## src/sv/itrd_pkg.sv

```systemverilog
// itrd_pkg: shared types, constants and helper functions for the radix digit converter
// used by itrd_divider, itrd_digit_stack and integer_to_radix_digits_core
package itrd_pkg;

  localparam int unsigned RADIX_W = 5;
  localparam int unsigned DIGIT_W = 4;
  localparam int unsigned CHAR_W  = 7;

  localparam logic [RADIX_W-1:0] RADIX_MIN   = 5'd2;
  localparam logic [RADIX_W-1:0] RADIX_MAX   = 5'd16;
  localparam logic [RADIX_W-1:0] RADIX_RESET = 5'd10;

  localparam logic [CHAR_W-1:0] CHAR_ZERO   = 7'd48;  // '0'
  localparam logic [CHAR_W-1:0] CHAR_LETTER = 7'd55;  // 'A' minus ten
  localparam logic [DIGIT_W-1:0] DIGIT_TEN  = 4'd10;

  typedef enum logic [2:0] {
    S_IDLE = 3'b001,
    S_DIV  = 3'b010,
    S_EMIT = 3'b100
  } state_e;

  // divider commands: load a fresh dividend or carry on with the quotient
  typedef struct packed {
    logic load;
    logic cont;
  } div_cmd_t;

  typedef struct packed {
    logic done;
    logic quot_zero;
  } div_stat_t;

  typedef struct packed {
    logic push;
    logic pop;
  } stk_ctrl_t;

  function automatic logic [RADIX_W-1:0] clamp_radix(input logic [RADIX_W-1:0] r);
    logic [RADIX_W-1:0] res;
    res = r;
    if (r < RADIX_MIN) res = RADIX_MIN;
    if (r > RADIX_MAX) res = RADIX_MAX;
    return res;
  endfunction

  function automatic logic [CHAR_W-1:0] glyph(input logic [DIGIT_W-1:0] d);
    logic [CHAR_W-1:0] res;
    if (d < DIGIT_TEN) res = CHAR_ZERO + CHAR_W'(d);
    else               res = CHAR_LETTER + CHAR_W'(d);
    return res;
  endfunction

endpackage

```

## src/sv/itrd_divider.sv

```systemverilog
// itrd_divider: bit-serial restoring divider by a small radix, one quotient bit per cycle
// depends on itrd_pkg
module itrd_divider #(
  parameter int unsigned VALUE_WIDTH = 31
) (
  input  logic                           clk_i,
  input  logic                           rst_ni,
  input  itrd_pkg::div_cmd_t             cmd_i,
  input  logic [VALUE_WIDTH-1:0]         value_i,
  input  logic [itrd_pkg::RADIX_W-1:0]   radix_i,
  output itrd_pkg::div_stat_t            stat_o,
  output logic [itrd_pkg::DIGIT_W-1:0]   rem_o
);
  import itrd_pkg::*;

  localparam int unsigned CW = $clog2(VALUE_WIDTH);

  logic [VALUE_WIDTH-1:0] quot_q, quot_d;
  logic [DIGIT_W-1:0]     rem_q, rem_d;
  logic [CW-1:0]          cnt_q, cnt_d;
  logic                   run_q, run_d;
  logic                   done_q, done_d;

  logic [RADIX_W-1:0] trial;
  logic [RADIX_W-1:0] diff;
  logic               ge;

  // partial remainder stays below the radix, so five bits hold the trial
  assign trial = {rem_q, quot_q[VALUE_WIDTH-1]};
  assign ge    = (trial >= radix_i);
  assign diff  = trial - radix_i;

  always_comb begin
    quot_d = quot_q;
    rem_d  = rem_q;
    cnt_d  = cnt_q;
    run_d  = run_q;
    done_d = 1'b0;
    if (cmd_i.load || cmd_i.cont) begin
      if (cmd_i.load) quot_d = value_i;
      rem_d = '0;
      cnt_d = '0;
      run_d = 1'b1;
    end else if (run_q) begin
      quot_d = {quot_q[VALUE_WIDTH-2:0], ge};
      rem_d  = ge ? diff[DIGIT_W-1:0] : trial[DIGIT_W-1:0];
      cnt_d  = cnt_q + 1'b1;
      if (cnt_q == CW'(VALUE_WIDTH - 1)) begin
        run_d  = 1'b0;
        done_d = 1'b1;
      end
    end
  end

  always_ff @(posedge clk_i or negedge rst_ni) begin
    if (!rst_ni) begin
      run_q  <= 1'b0;
      done_q <= 1'b0;
      cnt_q  <= '0;
    end else begin
      run_q  <= run_d;
      done_q <= done_d;
      cnt_q  <= cnt_d;
    end
  end

  always_ff @(posedge clk_i) begin
    quot_q <= quot_d;
    rem_q  <= rem_d;
  end

  assign rem_o            = rem_q;
  assign stat_o.done      = done_q;
  assign stat_o.quot_zero = (quot_q == '0);

endmodule

```

## src/sv/itrd_digit_stack.sv

```systemverilog
// itrd_digit_stack: last-in first-out store of remainders, read back most significant first
// depends on itrd_pkg
module itrd_digit_stack #(
  parameter int unsigned VALUE_WIDTH = 31
) (
  input  logic                         clk_i,
  input  logic                         rst_ni,
  input  itrd_pkg::stk_ctrl_t          ctrl_i,
  input  logic [itrd_pkg::DIGIT_W-1:0] digit_i,
  output logic                         last_pop_o,
  output logic [itrd_pkg::DIGIT_W-1:0] digit_o,
  output logic                         valid_o,
  output logic                         last_o
);
  import itrd_pkg::*;

  localparam int unsigned AW = $clog2(VALUE_WIDTH);
  localparam int unsigned PW = $clog2(VALUE_WIDTH + 1);

  logic [DIGIT_W-1:0] mem [VALUE_WIDTH];
  logic [PW-1:0]      sp_q, sp_d;
  logic [PW-1:0]      top_idx;
  logic [DIGIT_W-1:0] rdata_q;
  logic               valid_q, last_q;

  assign top_idx    = sp_q - 1'b1;
  assign last_pop_o = (sp_q == PW'(1));

  always_comb begin
    sp_d = sp_q;
    if (ctrl_i.push)     sp_d = sp_q + 1'b1;
    else if (ctrl_i.pop) sp_d = top_idx;
  end

  always_ff @(posedge clk_i) begin
    if (ctrl_i.push) mem[sp_q[AW-1:0]] <= digit_i;
    if (ctrl_i.pop)  rdata_q <= mem[top_idx[AW-1:0]];
  end

  always_ff @(posedge clk_i or negedge rst_ni) begin
    if (!rst_ni) begin
      sp_q    <= '0;
      valid_q <= 1'b0;
      last_q  <= 1'b0;
    end else begin
      sp_q    <= sp_d;
      valid_q <= ctrl_i.pop;
      last_q  <= ctrl_i.pop && last_pop_o;
    end
  end

  assign digit_o = rdata_q;
  assign valid_o = valid_q;
  assign last_o  = last_q;

endmodule

```

## src/sv/integer_to_radix_digits_core.sv

```systemverilog
// integer_to_radix_digits_core: top level, radix register, sequencing and ascii output
// depends on itrd_pkg, itrd_divider and itrd_digit_stack
//
// Converts one unsigned integer per transaction into its digits in the radix held in the
// configuration register (2 to 16, writes clamped, reset value 10). Each digit comes out
// most significant first as an ascii character on digit_char_o for exactly one cycle with
// digit_valid_o high; last_digit_o marks the least significant digit, and zero gives a
// single '0'. The receiver cannot stall: every strobe is a delivered digit. Each digit is
// found by a bit-serial divider, and busy_o stays high through the strobe of the last
// digit. start_i is taken only while busy_o is low; a radix write is taken only
// while busy_o and start_i are both low.
module integer_to_radix_digits_core #(
  parameter int unsigned VALUE_WIDTH = 31
) (
  input  logic                         clk_i,
  input  logic                         rst_ni,
  input  logic                         start_i,
  output logic                         busy_o,
  input  logic [VALUE_WIDTH-1:0]       value_i,
  input  logic                         cfg_valid_i,
  output logic                         cfg_ready_o,
  input  logic [itrd_pkg::RADIX_W-1:0] cfg_data_i,
  output logic                         digit_valid_o,
  output logic [itrd_pkg::CHAR_W-1:0]  digit_char_o,
  output logic                         last_digit_o
);
  import itrd_pkg::*;

  state_e             state_q, state_d;
  logic [RADIX_W-1:0] radix_q;
  div_cmd_t           div_cmd;
  div_stat_t          div_stat;
  stk_ctrl_t          stk_ctrl;
  logic [DIGIT_W-1:0] rem;
  logic [DIGIT_W-1:0] out_digit;
  logic               last_pop;
  logic               out_valid, out_last;
  logic               accept;

  assign busy_o      = (state_q != S_IDLE) || out_valid;
  assign accept      = start_i && !busy_o;
  assign cfg_ready_o = !busy_o && !start_i;

  always_ff @(posedge clk_i or negedge rst_ni) begin
    if (!rst_ni) begin
      radix_q <= RADIX_RESET;
    end else if (cfg_valid_i && cfg_ready_o) begin
      radix_q <= clamp_radix(cfg_data_i);
    end
  end

  always_comb begin
    state_d       = state_q;
    div_cmd       = '0;
    stk_ctrl      = '0;
    case (state_q)
      S_IDLE: begin
        if (accept) begin
          div_cmd.load = 1'b1;
          state_d      = S_DIV;
        end
      end
      S_DIV: begin
        if (div_stat.done) begin
          stk_ctrl.push = 1'b1;
          if (div_stat.quot_zero) state_d = S_EMIT;
          else                    div_cmd.cont = 1'b1;
        end
      end
      S_EMIT: begin
        stk_ctrl.pop = 1'b1;
        if (last_pop) state_d = S_IDLE;
      end
      default: begin
        state_d = S_IDLE;
      end
    endcase
  end

  always_ff @(posedge clk_i or negedge rst_ni) begin
    if (!rst_ni) begin
      state_q <= S_IDLE;
    end else begin
      state_q <= state_d;
    end
  end

  itrd_divider #(
    .VALUE_WIDTH(VALUE_WIDTH)
  ) u_divider (
    .clk_i  (clk_i),
    .rst_ni (rst_ni),
    .cmd_i  (div_cmd),
    .value_i(value_i),
    .radix_i(radix_q),
    .stat_o (div_stat),
    .rem_o  (rem)
  );

  itrd_digit_stack #(
    .VALUE_WIDTH(VALUE_WIDTH)
  ) u_digit_stack (
    .clk_i     (clk_i),
    .rst_ni    (rst_ni),
    .ctrl_i    (stk_ctrl),
    .digit_i   (rem),
    .last_pop_o(last_pop),
    .digit_o   (out_digit),
    .valid_o   (out_valid),
    .last_o    (out_last)
  );

  assign digit_valid_o = out_valid;
  assign last_digit_o  = out_last;
  assign digit_char_o  = glyph(out_digit);

  // digits only follow a cycle spent reading back the stack
  a_valid_after_emit: assert property (@(posedge clk_i) disable iff (!rst_ni)
    digit_valid_o |-> $past(state_q == S_EMIT))
    else $error("digit strobe without stack read-back");

  a_accept_starts_div: assert property (@(posedge clk_i) disable iff (!rst_ni)
    (start_i && !busy_o) |=> (state_q == S_DIV))
    else $error("accepted transaction did not start division");

  a_last_has_strobe: assert property (@(posedge clk_i) disable iff (!rst_ni)
    last_digit_o |-> digit_valid_o)
    else $error("last digit flag without strobe");

  a_done_in_div: assert property (@(posedge clk_i) disable iff (!rst_ni)
    div_stat.done |-> (state_q == S_DIV))
    else $error("divider finished outside division state");

endmodule

```

## config.mk

```make
export PLATFORM = sky130hd
export DESIGN_NAME = integer_to_radix_digits_core
export DESIGN_NICKNAME = d
export VERILOG_FILES = /design/src/sv/itrd_pkg.sv /design/src/sv/itrd_divider.sv /design/src/sv/itrd_digit_stack.sv /design/src/sv/integer_to_radix_digits_core.sv
export SDC_FILE = /design/constraint.sdc
export NUM_CORES = 1
export LEC_CHECK = 0
export ABC_AREA = 1
export BUFFER_PORTS_ARGS = -buffer_cell sky130_fd_sc_hd__buf_2
export CAP_MARGIN = 40
export CORE_MARGIN = 8
export CORE_UTILIZATION = 45
export CTS_BUF_LIST = sky130_fd_sc_hd__clkbuf_8 sky130_fd_sc_hd__clkbuf_16
export DETAILED_ROUTE_END_ITERATION = 6
export PLACE_DENSITY = 0.65
export REMOVE_ABC_BUFFERS = 1
export SLEW_MARGIN = 10
export SYNTH_ARGS = -nofsm -noshare
export SYNTH_HDL_FRONTEND = slang
export SYNTH_SLANG_ARGS = --single-unit
export TNS_END_PERCENT = 30
```

## constraint.sdc

```tcl
create_clock -name clk_i -period 4.3 [get_ports clk_i]
set_input_delay 0.215 -clock clk_i [delete_from_list [all_inputs] [get_ports clk_i]]
set_output_delay 0.215 -clock clk_i [all_outputs]
set_load 0.05 [all_outputs]
```

==> impl_results.md, run 1 <==
- Most frequent CP cell: nand2_1
- Leading cell type in the layout, fill and taps excluded: nand2_1
- Clock buffer depth: 2
- Slowest stage delay, CP: approximately 500 ps
- Final Setup Violations: 0
- DP Cell Count: roughly 1100
- XOR/XNOR Fraction of Synth Area: 0.0139
- Global Route Usage Sum: 0.161
- Maximum clock rate: ~380 MHz
- Crit Path Max Fanout: 35
- CTS sink cnt: around 190
- Yosys cell types: 35
- Starting Density: 0.453
- Max cap viols: 0
- Max-slew headroom: 0.520
- Post-DRT Antenna Nets: 0
- Status: complete, no violations
- Post-CTS setup buffer count: 0
- Vias per inst: between 5 and 6
- Post-Route WL: 18500 µm
- PostCTS Resize Cnt: 0
- Placement Cell Area: 0.00886 mm²
- Adder-cell share of the synthesized area: 0.0218
- Area growth syn-to-layout: 12.4%
- Slowest-stage cell, CP: inv_1
- Compound-Gate Fraction of Synth Area: 0.0537
- Fin util: 0.509
- Worst vdd ir: roughly 0.35 mV
- Req. time, crit path: 4490 ps
- Mapped Area: ~0.0084 mm²
- Fin cells: 1111
- Yosys warning count: 0
- CP Class: flop to flop
- First-pass GRT wire length: approximately 30000 µm
- Simple-Gate Fraction of Synth Area: 0.225
- Most frequent cells in the layout: 169 x nand2_1, 159 x edfxtp_1, 157 x nor2_1, 104 x nand3_1, 59 x o21ai_0
- Die area: between 0.02 and 0.025 mm²
- Worst reg-to-reg path cell count: 12
- Gate Count Post-Synth: between 800 and 900
- Gpl congestion: 0.804
- Pleak: 3.76 nW
- Aggregate global routing overflow: 0
- Drc violations: 0
- Vias in the first global route: 5791
- Power per cell area: between 500 and 600 mW/mm²
- CTS H-tree depth: 4
- Largest net degree at the start of global routing: 68
- Post-CTS Hold Buffers: 1
- Initial antenna violation count: 0
- Crit. End Element: flop
- First drt pass iteration count: 5
- Number of diodes: 0
- Core area: 0.0185 mm²
- Dpl hpwl: between 10000 and 15000 µm
- Largest family of logic cells by synthesized area: simple AND/OR/NAND/NOR gates
- Final Skew: 10.5 ps
- Data arrival, critical path: 2830 ps
- Chip height: approximately 150 µm
- Ports: 51
- Setup TNS: 0 ps
- CTS tree: yes
- Max-slew violations: 0
- Yosys top cell area share: 0.570
- Final period util: 0.615
- Total power: slightly above 5 mW
- Die width: ~150 µm
- Worst path depth: 12
- Wire per inst: between 15 and 20 µm
- Final hold violation count: 0
- Worst Path Buf+Inv: 4
- Worst min-delay path category: input pin to flop
- Top post-synthesis cells by area: edfxtp_1 57%, nand2_1 7.6%, nor2_1 7.0%, nand3_1 6.2%, dfrtp_1 5.7%
- Hold Path Stages: 3
- Slew @ Worst Pin: 719 ps
- Seq cells post-synth: about 190
- Nets: approximately 900
- Cell area after layout: about 0.0094 mm²
- Fin crit period: around 2600 ps
- Fill count: around 1700
- Clock buffer count from CTS: 17
- Share of cells above drive strength 1: 0.132
- Clock transition at path regs: about 70 ps
- Mapped Avg Cell Area: about 10 µm²
- Critical path startpoint category: flop
- Mux cell area share after synthesis: 0
- Initial DRC count: around 530
- RSZ-0062 raised after global routing: no
- CP Cell Sequence: inv_1, ha_1, buf_4, inv_1, buf_8, nor2_1, o21ai_0, nand3_1, nand3_1, nand2_1, nand2_1, nand2_1
- Area leader, netlist: edfxtp_1
- Delay-heaviest family, CP: buffers and inverters
- Vias: approximately 5900
- Clock root cell: clkbuf_16
- Sequential share of the synthesized area: 0.645
- IO buf count: 50
- Skew-Pair Late Insertion Delay: between 400 and 500 ps
- Site Rows: 50
[worst min-delay path: stages]
cell	delay [ps]
buf_2	90
nand2_1	40
o21ai_0	60
[area by class of cell]
cell class | count | area [µm²] | area share
clock buffer | 17 | 425 | 0.0452
tap | 234 | 293 | 0.0311
multi-input combinational | 553 | 2640 | 0.280
inverter | 43 | 161 | 0.0171
clock inverter | 15 | 129 | 0.0137
sequential | 185 | 5410 | 0.574
timing repair buffer | 64 | 365 | 0.0388
[worst paths after layout]
path                                        from                       end  slack, ps
setup / recovery           u_digit_stack.sp_q[1]  u_digit_stack.digit_o[3]       1660
hold / removal                     cfg_data_i[2]                radix_q[2]         20
setup reg to reg           u_digit_stack.sp_q[1]  u_digit_stack.digit_o[3]       1660
hold reg to reg                       radix_q[0]                radix_q[0]        500
max in group asynchronous                 rst_ni     u_digit_stack.sp_q[0]       3600
min in group asynchronous                 rst_ni          u_divider.done_q        310
[flip-flops by register name, summed over array words and instances, names as in the netlist]
| name | flops |
|---|---|
| radix_q | 5 |
| state_q | 3 |
| u_digit_stack.digit_o | 4 |
| u_digit_stack.last_o | 1 |
| u_digit_stack.mem | 124 |
| u_digit_stack.sp_q | 5 |
| u_digit_stack.valid_o | 1 |
| u_divider.cnt_q | 5 |
| u_divider.done_q | 1 |
| u_divider.quot_q | 31 |
| u_divider.rem_o | 4 |
| u_divider.run_q | 1 |
[Yosys cell counts (all sizes together)]
master / number
dfxtp: 4
nor3: 6
ha: 13
nand2: 170
a31o: 1
buf: 25
dfstp: 3
nand3: 105
nand4: 7
o21ai: 61
clkbuf: 12
nand3b: 3
o221ai: 2
inv: 43
edfxtp: 159
xor2: 7
fa: 1
xnor2: 2
nor2: 159
a21oi: 11
dfrtp: 19
o211ai: 5
[power breakdown]
part	switching (mW)	internal [mW]	total, mW
clock network	0.680	0.798	1.48
registers	0.129	2.40	2.53
logic	0.739	0.363	1.10
[per-stage QoR]
stage / setup WS [ps] / hold WS [ps]
after floorplan: 222 / -80.6
after global placement: 1600 / 232
after detailed placement: 1690 / 225
after CTS: 1680 / 6.64
after global routing: 1480 / 31.7
final: 1660 / 18.8
[per-layer routing]
metal / global-route usage / wire length (µm) / vias up / part of all wire
met5: 0 / 0 / - / 0
met4: 0.0467 / 172 / 0 / 0.0093
met3: 0.0292 / 786 / 15 / 0.042
met2: 0.268 / 9020 / 161 / 0.49
met1: 0.212 / 8530 / 2799 / 0.46
li1: - / - / 2884 / -
[logic make-up (layout without fill, tap and decap cells)]
family / count (synthesis) / after routing
fa+ha+maj: 14 / 14
xor+xnor: 9 / 9
simple gates: 450 / 450
buf+inv: 80 / 139
flops: 185 / 185
compound gates: 80 / 80
Power figures use the tool's default switching activity.
==> run 2, diff against run 1 <==
ABC_AREA = 0   (was 1)
clock period = 2.8 ns   (was 4.3 ns; I/O delays follow)
==> run 2 against run 1 <==
Compared with the run above:
- sequential power rose by 40%
- sequential share of layout area fell by 0.66 points
- synthesized area fell by 2.4%
- critical path type unchanged
- total power rose by 32%
- register-to-register slack got worse by 1300 ps
- setup slack got worse by 1300 ps
- global-route usage fell by 1.7 points
- clock skew fell by 4.2 ps
==> impl_results.md, run 2 <==
- Largest register FFs: 124 (unchanged)
- Mapped Avg Cell Area: 16.2 µm² (was 10.2 µm²)
- Most frequent cell after synthesis: edfxtp_1 (was nand2_1)
- First-pass GRT wire length: 24800 µm (was 30000 µm)
- Placement Cell Area: 0.00866 mm² (was 0.00886 mm²)
- Clock root cell: clkbuf_16 (unchanged)
- Share of cells above drive strength 1: 0.280 (was 0.132)
- Wire per inst: 18.3 µm (was 16.7 µm)
- Chip height: 151 µm (was 152 µm)
- Final Skew: 6.27 ps (was 10.5 ps)
- Worst Path Buf+Inv: 0 (was 4)
- Status: complete, no violations (unchanged)
- Slowest stage delay, CP: 580 ps (was 500 ps)
- Sequential share of the synthesized area: 0.661 (was 0.645)
- Dpl hpwl: 10100 µm (was 11800 µm)
- Post-Route WL: 15300 µm (was 18500 µm)
- Max-slew violations: 0 (unchanged)
- Aggregate global routing overflow: 0 (unchanged)
- Skew-Pair Late Insertion Delay: 430 ps (about the same)
- Final hold violation count: 0 (unchanged)
- Ports: 51 (unchanged)
- CP Cell Sequence: or4b_4, or2_4, nand2_4, mux2_2 (was inv_1, ha_1, buf_4, inv_1, buf_8, nor2_1, o21ai_0, nand3_1, nand3_1, nand2_1, nand2_1, nand2_1)
- Critical path startpoint category: flop (unchanged)
- Setup TNS: 0 ps (unchanged)
- Vias in the first global route: 4866 (was 5791)
- Asr flop ratio synth: 0.119 (unchanged)
- Largest net degree at the start of global routing: 39 (was 68)
- Area leader, netlist: edfxtp_1 (unchanged)
- Core area: 0.0179 mm² (was 0.0185 mm²)
- Area growth syn-to-layout: 16.5% (was 12.4%)
- Crit Path Max Fanout: 32 (was 35)
- Vias per inst: 5.39 (was 5.27)
- Gpl congestion: 0.770 (was 0.804)
- Top post-synthesis cells by area: edfxtp_1 58%, mux4_2 7.7%, dfrtp_1 5.8%, mux2_4 5.3%, nor2_1 2.4% (was edfxtp_1 57%, nand2_1 7.6%, nor2_1 7.0%, nand3_1 6.2%, dfrtp_1 5.7%)
- Global Route Usage Sum: 0.144 (was 0.161)
- Clock transition at path regs: 60 ps (was 70 ps)
- Worst vdd ir: 0.464 mV (was 0.349 mV)
- Cell area after layout: 0.00953 mm² (was 0.00942 mm²)
- CTS tree: yes (unchanged)
- Req. time, crit path: 2980 ps (was 4490 ps)
- RSZ-0062 raised after global routing: no (unchanged)
- Worst min-delay path category: input pin to flop (unchanged)
- Post-DRT Antenna Nets: 0 (unchanged)
- Endpoint, Worst Hold: u_divider.quot_q[20] (was radix_q[2])
- Max cap viols: 0 (unchanged)
- Slowest-stage cell, CP: dfstp_2 (was inv_1)
- Crit. End Element: flop (unchanged)
- Starting Density: 0.457 (was 0.453)
- Die area: 0.0227 mm² (was 0.0233 mm²)
- Total power: 6.73 mW (was 5.11 mW)
- Initial DRC count: 339 (was 528)
- CP Class: flop to flop (unchanged)
- Max-slew headroom: 0.371 (was 0.520)
- Synth cell count leaders: 159 x edfxtp_1, 53 x nor2_1, 29 x mux2_4, 29 x nand2_1, 28 x mux4_2 (was 169 x nand2_1, 159 x edfxtp_1, 157 x nor2_1)
- Power per cell area: 706 mW/mm² (was 543 mW/mm²)
- Post-synth EDFFs: 159 (unchanged)
- Final period util: 0.868 (was 0.615)
- Drc violations: 0 (unchanged)
- Yosys warning count: 0 (unchanged)
- First drt pass iteration count: 4 (was 5)
- Hold Path Stages: 2 (was 3)
- CTS H-tree depth: 4 (unchanged)
- Vias: 4502 (was 5859)
- Site Rows: 49 (was 50)
- Worst reg-to-reg path cell count: 4 (was 12)
- Hold path start: value_i[20] (was cfg_data_i[2])
- Slew @ Worst Pin: 940 ps (was 719 ps)
- Number of diodes: 0 (unchanged)
- Delay-heaviest family, CP: simple AND/OR/NAND/NOR gates (was buffers and inverters)
- Seq cells post-synth: 185 (unchanged)
- Mapped Area: 0.00818 mm² (was 0.00838 mm²)
- Die width: 151 µm (was 152 µm)
- Initial antenna violation count: 0 (unchanged)
- Pleak: 3.50 nW (was 3.76 nW)
- Most frequent cells in the layout: 159 x edfxtp_1, 53 x nor2_1, 50 x buf_2, 29 x mux2_4, 29 x nand2_1 (was 169 x nand2_1, 159 x edfxtp_1, 157 x nor2_1, 104 x nand3_1, 59 x o21ai_0)
- PostCTS Resize Cnt: 0 (unchanged)
- Maximum clock rate: 411 MHz (was 378 MHz)
- Clock buffer count from CTS: 17 (unchanged)
- Yosys top cell area share: 0.584 (was 0.570)
- CTS sink cnt: 185 (unchanged)
- Setup slack, reg-to-reg: 370 ps (was 1660 ps)
- Gate Count Post-Synth: 505 (was 818)
- IO buf count: 50 (unchanged)
- Data arrival, critical path: 2610 ps (was 2830 ps)
- Fin crit period: 2430 ps (was 2640 ps)
- Yosys cell types: 56 (was 35)
- Nets: 648 (was 918)
- Reg-to-Reg Start: state_q[0] (was u_digit_stack.sp_q[1])
- Final Setup Violations: 0 (unchanged)
- Worst reg2reg endpoint: u_divider.quot_q[30] (was u_digit_stack.digit_o[3])
- Clock buffer depth: 2 (unchanged)
- Leading cell type in the layout, fill and taps excluded: edfxtp_1 (was nand2_1)
- Synth Flop Type: edfxtp_1 (unchanged)
run 2: changes by cell type in the layout (fill, tap and decap cells not counted), moves of 28 or more:
cell / before / now
nand2_1: 169 / 29
o21ai_0: 59 / 9
nor2_1: 157 / 53
nand3_1: 104 / 2
mux4_2: 0 / 28
mux2_4: 0 / 29
run 2: report_power, final:
part	total, mW	leakage [nW]	switching (mW)	internal [mW]
combinational	0.804	1.44	0.450	0.354
clock	2.39	0.292	0.996	1.39
sequential	3.54	1.77	0.0942	3.44
run 2: cell families after synthesis:
kind of cell / after synthesis / synth area share
AO/OA/AOI/OAI: 56 / 0.0453
AND/OR/NAND/NOR: 123 / 0.0734
buffers and inverters: 38 / 0.0281
XOR/XNOR: 11 / 0.0118
flip-flops: 185 / 0.661
multiplexers: 78 / 0.158
adder cells (fa/ha/maj): 14 / 0.0223
run 2: metrics by stage:
| step | hold slack, ps | cells | worst slack, ps | utilization |
|---|---|---|---|---|
| 6_report | 20.6 | 836 | 368 | 0.532 |
| 5_1_grt | 4.62 | 836 | 257 | 0.532 |
| 4_1_cts | 0.224 | 836 | 369 | 0.532 |
| 3_5_place_dp | 152 | 776 | 373 | 0.484 |
| 3_3_place_gp | 137 | 776 | 410 | 0.484 |
| 2_1_floorplan | -156 | 485 | -1150 | - |
run 2: final cells by class:
class / count / area [µm²]
Fill cell: 1455 / 8370
Sequential cell: 185 / 5410
Multi-Input combinational cell: 282 / 2550
Timing Repair Buffer: 90 / 633
Clock buffer: 17 / 425
Tap cell: 229 / 287
Clock inverter: 15 / 161
Inverter: 18 / 67.6
run 2: worst max path at each step:
stage	end	slack, ps	cells after the start	startpoint
after floorplan	u_digit_stack.digit_o[0]	-1150	6	u_digit_stack.sp_q[0]
after global placement	u_divider.quot_q[30]	410	4	state_q[0]
after detailed placement	u_divider.quot_q[30]	370	4	state_q[0]
after CTS	u_divider.quot_q[30]	370	4	state_q[0]
after global routing	u_digit_stack.digit_o[1]	260	7	u_digit_stack.sp_q[1]
final	u_divider.quot_q[30]	370	4	state_q[0]
run 2: routing by layer:
layer  vias up  global-route usage  share of wire
met5         -                   0              0
met4         0              0.0544          0.018
met3        19              0.0442          0.061
met2       122               0.233           0.49
met1      2238               0.177           0.43
li1       2123                   -              -
run 2: repair_timing:
item	4_1_cts	5_1_grt
setup buffers	0	0
hold buffers	28	0
endpoints found under the hold margin	45	0
==> run 3, diff against run 2 <==
CELL_PAD_IN_SITES_DETAIL_PLACEMENT = 1   (was default)
CELL_PAD_IN_SITES_GLOBAL_PLACEMENT = 1   (was default)
PLACE_DENSITY = 0.74   (was 0.65)
==> run 3 against run 2 <==
Compared with the run above:
- clock-buffer cell count unchanged
- sequential share of layout area down 0.10 points
- total power up 0.87%
- die area unchanged
- fmax down 6.8%
- global-route usage up 3.1 points
- largest cell class unchanged
- first-iteration DRC count down 19%
- sequential cell count unchanged
- sequential power about the same
- cell area up 0.18%
- combinational power up 7.6%
- highest routed layer unchanged
==> impl_results.md, run 3 (synthesis results as in run 2) <==
- Final Setup Violations: 0 (unchanged)
- CTS sink cnt: 185 (unchanged)
- Leading cell type in the layout, fill and taps excluded: edfxtp_1 (unchanged)
- Switching fraction of total power: 0.254 (was 0.229)
- Post-DRT Antenna Nets: 0 (unchanged)
- Gpl congestion: 0.776 (was 0.770)
- Cell area after layout: 0.00955 mm² (was 0.00953 mm²)
- Ports: 51 (unchanged)
- Most frequent cells in the layout: 159 x edfxtp_1, 53 x nor2_1, 50 x buf_2, 29 x mux2_4, 29 x nand2_1 (unchanged)
- Area growth syn-to-layout: 16.8% (was 16.5%)
- Number of diodes: 0 (unchanged)
- Final period util: 0.932 (was 0.868)
- Initial DRC count: 273 (was 339)
- Site Rows: 49 (unchanged)
- Die area: 0.0227 mm² (unchanged)
- Placement Cell Area: 0.00868 mm² (was 0.00866 mm²)
- Skew-Pair Late Insertion Delay: 440 ps (was 430 ps)
- Clock root cell: clkbuf_16 (unchanged)
- Max-slew headroom: 0.511 (was 0.371)
- Fin crit period: 2610 ps (was 2430 ps)
- Die width: 151 µm (unchanged)
- Setup TNS: 0 ps (unchanged)
- Sequential Power Share: 0.521 (was 0.526)
- Net Switching: 1.72 mW (was 1.54 mW)
- Power per cell area: 711 mW/mm² (was 706 mW/mm²)
- Final Skew: 17.8 ps (was 6.27 ps)
- Post-CTS setup buffer count: 0 (unchanged)
- Chip height: 151 µm (unchanged)
- Clock power share: 0.352 (was 0.355)
- Clock buffer depth: 2 (unchanged)
- Clock buffer count from CTS: 17 (unchanged)
- Combinational share of power: 0.127 (was 0.120)
- Dpl hpwl: 11800 µm (was 10100 µm)
- IO buf count: 50 (unchanged)
- Req. time, crit path: 2980 ps (about the same)
- Final hold violation count: 0 (unchanged)
- Core area: 0.0179 mm² (unchanged)
- Max cap viols: 0 (unchanged)
- Worst min-delay path category: input pin to flop (unchanged)
- Aggregate global routing overflow: 0 (unchanged)
- First drt pass iteration count: 4 (unchanged)
- First-pass GRT wire length: 29600 µm (was 24800 µm)
- Pre-CTS setup slack: 393 ps (was 373 ps)
- Vias per inst: 5.54 (was 5.39)
- Pleak: 3.50 nW (about the same)
- CTS tree: yes (unchanged)
- Starting Density: 0.457 (unchanged)
- Worst setup margin: 189 ps (was 368 ps)
- Nets: 649 (was 648)
- Share of cells above drive strength 1: 0.289 (was 0.280)
- Fin Hold WS: 17.7 ps (was 20.6 ps)
- Crit. End Element: flop (unchanged)
- CP Class: flop to flop (unchanged)
- Max-slew violations: 0 (unchanged)
- Clock transition at path regs: 70 ps (was 60 ps)
- RSZ-0062 raised after global routing: no (unchanged)
- Crit Path Max Fanout: 18 (was 32)
- Vias: 4639 (was 4502)
- Worst vdd ir: 0.417 mV (was 0.464 mV)
- Initial antenna violation count: 0 (unchanged)
- Maximum clock rate: 383 MHz (was 411 MHz)
- CTS H-tree depth: 4 (unchanged)
- Largest register FFs: 124 (unchanged)
- Slew @ Worst Pin: 730 ps (was 940 ps)
- Post-Route WL: 18500 µm (was 15300 µm)
- Pint: 5.06 mW (was 5.19 mW)
- Data arrival, critical path: 2790 ps (was 2610 ps)
- Critical path startpoint category: flop (unchanged)
- Wire per inst: 22.1 µm (was 18.3 µm)
- Largest net degree at the start of global routing: 36 (was 39)
- Global Route Usage Sum: 0.174 (was 0.144)
- Drc violations: 0 (unchanged)
- Vias in the first global route: 5181 (was 4866)
- Status: complete, no violations (unchanged)
## run 3: cell count changes in the layout (fill, tap and decap cells not counted), moves of 2 or more
cell	before	now
inv_1	21	18
inv_6	1	5
bufinv_16	3	1
inv_8	0	2
clkinv_1	2	0
## run 3: repair_timing
item                                   4_1_cts  5_1_grt
gates resized for setup                      0        0
hold buffers                                25        3
endpoints found under the hold margin       42        3
## run 3: worst paths after layout
kind                       slack [ps]  depth (start not counted)                     to                 start
min                                20                          2    u_divider.quot_q[9]            value_i[9]
min reg2reg                       500                          2             radix_q[4]            radix_q[4]
max                               190                          6   u_divider.quot_q[20]  u_divider.quot_q[19]
max in group asynchronous        2170                          2  u_digit_stack.sp_q[0]                rst_ni
max reg2reg                       190                          6   u_divider.quot_q[20]  u_divider.quot_q[19]
min in group asynchronous         220                          2             state_q[2]                rst_ni
## run 3: routing by layer
metal	vias to the layer above	track usage	wire length (µm)
met5	-	0	0
met4	0	0.0757	347
met3	24	0.0353	593
met2	88	0.290	9550
met1	2395	0.217	8030
li1	2132	-	-
## run 3: cell type report
type | count | area, µm²
multi-input combinational | 282 | 2550
sequential | 185 | 5410
fill | 1725 | 8350
clock inverter | 15 | 159
inverter | 18 | 67.6
clock buffer | 17 | 425
timing repair buffer | 91 | 653
tap | 229 | 287
## run 3: power by group through the flow
| stage | Clock (mW) | Combinational [mW] | Sequential (mW) |
|---|---|---|---|
| 2_1_floorplan | 0 | 0.373 | 3.70 |
| 3_3_place_gp | 0 | 0.753 | 3.58 |
| 3_5_place_dp | 0 | 0.822 | 3.59 |
| 4_1_cts | 2.42 | 0.868 | 3.53 |
| 5_1_grt | 2.54 | 0.955 | 3.55 |
| 6_report | 2.39 | 0.865 | 3.53 |
## run 3: worst max-delay path: stages (launching register included)
cell and delay (ps):
edfxtp_1 440, nor4_1 430, nand4_1 310, o21ai_1 350
nand2_4 270, buf_12 250, mux2_4 300
## run 3: metrics by stage
step	util	instances	total power, mW
after global placement	0.485	777	4.33
after global routing	0.533	837	7.05
final	0.533	837	6.79
after detailed placement	0.485	777	4.41
after floorplan	-	485	4.07
after CTS	0.532	834	6.82
